File: src/rtl/astar_pkg.sv
// Shared types and constants of the A* cell relaxation block.
package astar_pkg;

    localparam int IDX_W      = 12;
    localparam int COLS_W     = 13;
    localparam int F_W        = 17;
    localparam int G_W        = 16;
    localparam int H_W        = 16;
    localparam int STEP_W     = 4;
    localparam int CFG_IDX_W  = 1;
    localparam int CFG_DATA_W = 13;
    localparam int DIV_LANES  = 2;
    localparam int DIV_CNT_W  = $clog2(IDX_W + 1);

    localparam logic [DIV_CNT_W-1:0] DIV_STEPS = DIV_CNT_W'(IDX_W);

    localparam logic [STEP_W-1:0] STEP_STRAIGHT = 4'd10;
    localparam logic [STEP_W-1:0] STEP_DIAGONAL = 4'd14;

    localparam logic OP_CLEAR = 1'b0;
    localparam logic OP_RELAX = 1'b1;

    localparam logic [CFG_IDX_W-1:0] CFG_GRID_COLUMNS = 1'b0;
    localparam logic [CFG_IDX_W-1:0] CFG_GOAL_CELL    = 1'b1;

    localparam logic [COLS_W-1:0] COLS_RESET = 13'd64;
    localparam logic [IDX_W-1:0]  GOAL_RESET = 12'd0;

    typedef struct packed {
        logic             operation;
        logic [IDX_W-1:0] cell_index;
        logic [IDX_W-1:0] parent_index;
    } request_t;

    typedef struct packed {
        logic             updated;
        logic [F_W-1:0]   f_cost;
        logic [G_W-1:0]   g_cost;
        logic [H_W-1:0]   h_cost;
        logic [IDX_W-1:0] best_parent;
    } result_t;

    typedef struct packed {
        logic             has_parent;
        logic [IDX_W-1:0] parent;
        logic [F_W-1:0]   f;
        logic [G_W-1:0]   g;
        logic [H_W-1:0]   h;
    } entry_t;

    typedef struct packed {
        logic load;
        logic rd_par;
        logic rd_cell;
        logic cap_dist;
        logic cap_heu;
        logic cap_fsum;
        logic finish;
        logic clr_wr;
    } cmd_t;

    typedef struct packed {
        logic clr_last;
        logic div_done;
    } status_t;

endpackage

File: src/rtl/astar_ctrl.sv
// Controller: sequences the clearing pass and the steps of each item.
module astar_ctrl (
    input  logic               clk,
    input  logic               rst_n,
    input  logic               start,
    input  astar_pkg::status_t status,
    output astar_pkg::cmd_t    cmd,
    output logic               busy,
    output logic               done
);

    typedef enum logic [3:0] {
        S_CLEAR,
        S_IDLE,
        S_RD_PAR,
        S_RD_CELL,
        S_WAIT,
        S_DIST,
        S_HEU,
        S_FSUM,
        S_UPD
    } state_t;

    state_t state_reg;
    state_t state_next;
    logic   busy_reg;
    logic   done_reg;

    always_comb
    begin
        state_next = state_reg;
        cmd        = '0;
        case (state_reg)
            S_CLEAR:
            begin
                cmd.clr_wr = 1'b1;
                if (status.clr_last)
                begin
                    state_next = S_IDLE;
                end
            end
            S_IDLE:
            begin
                if (start)
                begin
                    cmd.load   = 1'b1;
                    state_next = S_RD_PAR;
                end
            end
            S_RD_PAR:
            begin
                cmd.rd_par = 1'b1;
                state_next = S_RD_CELL;
            end
            S_RD_CELL:
            begin
                cmd.rd_cell = 1'b1;
                state_next  = S_WAIT;
            end
            S_WAIT:
            begin
                if (status.div_done)
                begin
                    state_next = S_DIST;
                end
            end
            S_DIST:
            begin
                cmd.cap_dist = 1'b1;
                state_next   = S_HEU;
            end
            S_HEU:
            begin
                cmd.cap_heu = 1'b1;
                state_next  = S_FSUM;
            end
            S_FSUM:
            begin
                cmd.cap_fsum = 1'b1;
                state_next   = S_UPD;
            end
            S_UPD:
            begin
                cmd.finish = 1'b1;
                state_next = S_IDLE;
            end
            default:
            begin
                state_next = S_IDLE;
            end
        endcase
    end

    always_ff @(posedge clk or negedge rst_n)
    begin
        if (!rst_n)
        begin
            state_reg <= S_CLEAR;
            busy_reg  <= 1'b1;
            done_reg  <= 1'b0;
        end
        else
        begin
            state_reg <= state_next;
            busy_reg  <= state_next != S_IDLE;
            done_reg  <= state_reg == S_UPD;
        end
    end

    assign busy = busy_reg;
    assign done = done_reg;

endmodule

File: config.mk
export PLATFORM = sky130hd
export DESIGN_NAME = astar_ctrl
export DESIGN_NICKNAME = d
export VERILOG_FILES = /design/src/rtl/astar_pkg.sv /design/src/rtl/astar_ctrl.sv
export SDC_FILE = /design/constraint.sdc
export NUM_CORES = 1
export LEC_CHECK = 0
export BUFFER_PORTS_ARGS = -buffer_cell sky130_fd_sc_hd__buf_2
export CORE_AREA = 3 3 40 42
export CTS_CLUSTER_SIZE = 12
export DETAILED_ROUTE_END_ITERATION = 10
export DIE_AREA = 0 0 43 45
export PLACE_DENSITY_LB_ADDON = 0.08
export SYNTH_ARGS = -nofsm -noshare
export SYNTH_HDL_FRONTEND = slang
export SYNTH_SLANG_ARGS = --single-unit
File: constraint.sdc
create_clock -name clk -period 1.4 [get_ports clk]
set_input_delay 0.28 -clock clk [delete_from_list [all_inputs] [get_ports clk]]
set_output_delay 0.28 -clock clk [all_outputs]
set_load 0.05 [all_outputs]
== Yosys cells after proc, flatten, opt, wreduce, memory -nomap -nowiden ==
Index checks and enable logic that the tools add are counted.

* Register bits after elaboration: 6
* Input port bits: 5
* Output and inout bits: 10
* Word-level logic and storage cells: 26

* Equality and inequality tests: 9
* Mux-type cells: 13
* Reductions and logical operators: 1

{| class="wikitable"
|+ Operators with widths
! operator !! count
|-
| case mux 4 bit (8 select lines) || 1
|-
| == test 4 x 3 -> 1 bit (second input constant) || 4
|-
| 2-to-1 mux 4 bit || 3
|-
| 2-to-1 mux 1 bit || 9
|-
| == test 4 x 2 -> 1 bit (second input constant) || 2
|-
| == test 4 x 1 -> 1 bit (second input constant) || 1
|-
| == test 4 bit (second input constant) || 1
|-
| zero test 4 bit || 1
|-
| inequality test 4 x 1 -> 1 bit (second input constant) || 1
|}

== Depth between registers and ports, before layout ==
* Word-level depth: 3
* Depth in mapped cells: 4
* Mapped depth without buffers: 3

== Least setup slack after synthesis ==
No wires, ideal clock.

* Path type: flip-flop to flip-flop
* From: register state_reg[3]
* To: register done_reg, in the netlist done
* Library setup time: 0.299 ns
* Data arrival time: 2.258 ns
* Required time: 1.101 ns
* Path slack: -1.157 ns
* Cell stages (with the launch flop): 3
* Buffers on the path: 1
* Clock period less this slack: 2.557 ns
* Cell sequence: dfrtp_1 > clkbuf_1 > nor4b_1

* Longest elaborated chain between the ends: 1

{| class="wikitable"
|+ Ends and longest elaborated chain
! item !! RTL line !! source
|-
| start, declared || astar_ctrl.sv:24 || <nowiki>state_t state_reg;</nowiki>
|-
| start signal, assigned || astar_ctrl.sv:104 || <nowiki>state_reg <= state_next;</nowiki>
|-
| == test 4 bit || astar_ctrl.sv:106 || <nowiki>done_reg <= state_reg == S_UPD;</nowiki>
|-
| end signal, assigned || astar_ctrl.sv:100 || <nowiki>done_reg <= 1'b0;</nowiki>
|-
| end signal, assigned || astar_ctrl.sv:106 ||
|-
| end, declared || astar_ctrl.sv:27 || <nowiki>logic done_reg;</nowiki>
|}

Every way passes these cells.

==> flow_summary.toml <==
[place]
hpwl_um = 607.1
gp_congestion = 0.7877
dp_slack_ns = 0.01200
portBuffers = 14

[route]
routed_via_density = 4.429
post_drt_wl_per_cell_um = 12.27
vias = 341
first_iter_violations = 5
dr.pass1.iters = 3
drc_errors = 0
drt.antenna.violating_nets = 0
routed_wl_um = 945

[synthesis]
synthTopCellsByCount = "7 x nor2_1, 5 x dfrtp_1, 3 x nand2b_1"
synth_cell_types = 18
ys_ff_latch = 6
yosysTopAreaCellShare_pct = 41.32
yosysWarnings = 0
synth_edf_count = 0
synth_top_cells_by_area = "dfrtp_1 41%, dfstp_2 8.7%, nor2_1 8.7%"
synth_top_area_cell = "dfrtp_1"
synth_nets = 38
postSynth.asyncResetShare_pct = 100.0
syn_inst = 33
synth_most_common_cell = "nor2_1"
synth_ff_type = "dfrtp_1"
synth_seq_area_share_pct = 50.00
avgSynthCellArea_sq_um = 9.175
synth_area_sq_um = 302.8

[grt]
grt-busiest-layer = "met2"
grt_pass1_vias = 367
grt-ovfl-total = 0
met1_usage_pct = 13.48
met2_usage_pct = 17.66
grt_antenna_before_repair = 0
grt_pass1_wl_um = 1593
grt_start_max_net_pins = 8
grt_usage_pct = 11.64
use_met3_pct = 2.789

[power]
pwr-share-seq_pct = 22.1
comb_power_share_pct = 68.3
clock_power_share_pct = 9.6
power.switching_w = 0.0008801
power.leakage_nw = 0.3104
p_int_w = 0.0009388
vdd_drop_max_mv = 1.353
switching_share_pct = 48.39
power_density_nw_per_um2 = 2600
p_total_w = 0.001819

[timing]
period_needed_ns = 1.533
finalCritPeriodShare_pct = 109.5
slew_headroom_pct = 80.67
setup_ws_ns = -0.1332
hold_viol_final = 0
worstMarginPinSlew_ns = 0.2899
max_freq_mhz = 652.2
fin_skew_ns = 0.006591
rsz0062_at_grt = "yes"
drv_slew = 0
hold_slack_ns = 0.3775
setup_violations = 8

[clock_network]
numCtsBuffers = 3
cts_buffer_depth = 2
root_buffer = "clkbuf_4"
insertion_delay_ns = 0.25
clk_pin_slew_ns = 0.05
htree_levels = 1
cts_tree = "done"
cts.sinks = 6

[worst_setup_path]
endpoint_kind = "output pin"
cp-start-kind = "flip-flop"
required_ns = 1.12
reg2reg_depth = 4
worstSetupStartpoint = "state_reg[3]"
reg2reg_from = "state_reg[0]"
worstSetupPathType = "flip-flop to output pin"
crit_arrival_ns = 1.25
path_max_fanout = 3

[layout]
largest_register_ffs = 4
fillCellCount = 124
seq_area_sq_um = 155.1
diodes = 0
fin_nets = 68
drive_gt1_share_pct = 74.19
multi_input_area_sq_um = 252.7
area_delta_synth_final_pct = 131.0

[floorplan]
die_h_um = 45
core_area_sq_um = 1285
io_pins = 15
num_rows = 13
start_util_pct = 23.56
die_w_um = 43
die-area_sq_um = 1935

[run_status]
status = "complete, but fails checks"
violations = "negative setup slack"

[job]
cap_viol_max_count = 0

[hold_path]
hold_path_class = "input port to async pin"
-- worst paths after layout --
kind	endpoint	slack, ns
setup reg to reg	state_reg[0]	0.07
hold / removal	done	0.38
min in group clk	state_reg[0]	0.40
setup / recovery	cmd[0]	-0.13
max in group asynchronous	busy	0.79
hold reg to reg	state_reg[2]	0.64
-- metrics by stage --
step	cell area, sq um	util [%]	instances	setup TNS, ns
after detailed placement	503.0	39.14	64	0
after floorplan	409.1	-	33	-0.07160
after global routing	699.4	54.43	77	-1.239
after CTS	653.1	50.83	74	-0.7978
after global placement	503.0	39.14	64	-0.008398
final	699.4	54.43	77	-0.7854
-- power by group through the flow --
stage | Clock [W] | Combinational, W | Sequential [W]
6_report | 0.000174 | 0.00124 | 0.000402
3_5_place_dp | 0 | 0.000887 | 0.000394
3_3_place_gp | 0 | 0.000887 | 0.000395
2_1_floorplan | 0 | 0.000727 | 0.000394
5_1_grt | 0.000190 | 0.00132 | 0.000416
4_1_cts | 0.000181 | 0.00112 | 0.000408
-- cells by family after synthesis --
logic type	count (synthesis)	synth area share [%]
and+or+nand+nor	20	35.13
AOI/OAI and AO/OA	4	9.089
DFF	6	50.00
xor gates and xnor gates	1	2.893
buffers and inverters	2	2.890
-- area by class of cell --
| class | count | area share [%] |
|---|---|---|
| Clock buffer | 4 | 3.757 |
| Tap cell | 15 | 2.683 |
| Sequential cell | 6 | 22.18 |
| Timing Repair Buffer | 27 | 35.24 |
| Multi-Input combinational cell | 25 | 36.14 |
-- timing repair --
| item | in CTS | in global routing |
|---|---|---|
| endpoints found under the hold margin | 5 | 0 |
| cloned | 0 | 0 |
| pin swaps | 4 | 3 |
| hold buffers | 1 | 0 |
| resized for setup | 23 | 6 |
| buffers inserted | 5 | 3 |
| setup endpoints to repair | 8 | 8 |
-- critical path, stage by stage (launching register included) --
cell     delay (ns)
dfrtp_1        0.41
buf_6          0.14
nor4_4         0.25
buf_6          0.19
-- placed cells by master (no fill, tap or decap), types with 2 or more instances in the layout --
cell type,instances
buf_2,6
dfrtp_2,3
clkbuf_4,3
nor2_4,2
nor2b_4,2
buf_8,3
nand2b_4,2
nor2_1,5
dfrtp_1,2
nor3_4,2
a21oi_1,2
buf_6,9
buf_4,8
-- per-layer routing --
metal,vias to the layer above,wire (um)
met5,-,0
met4,0,20
met3,2,77
met2,13,511
met1,157,336
li1,169,-
Power figures use the tool's default switching activity.
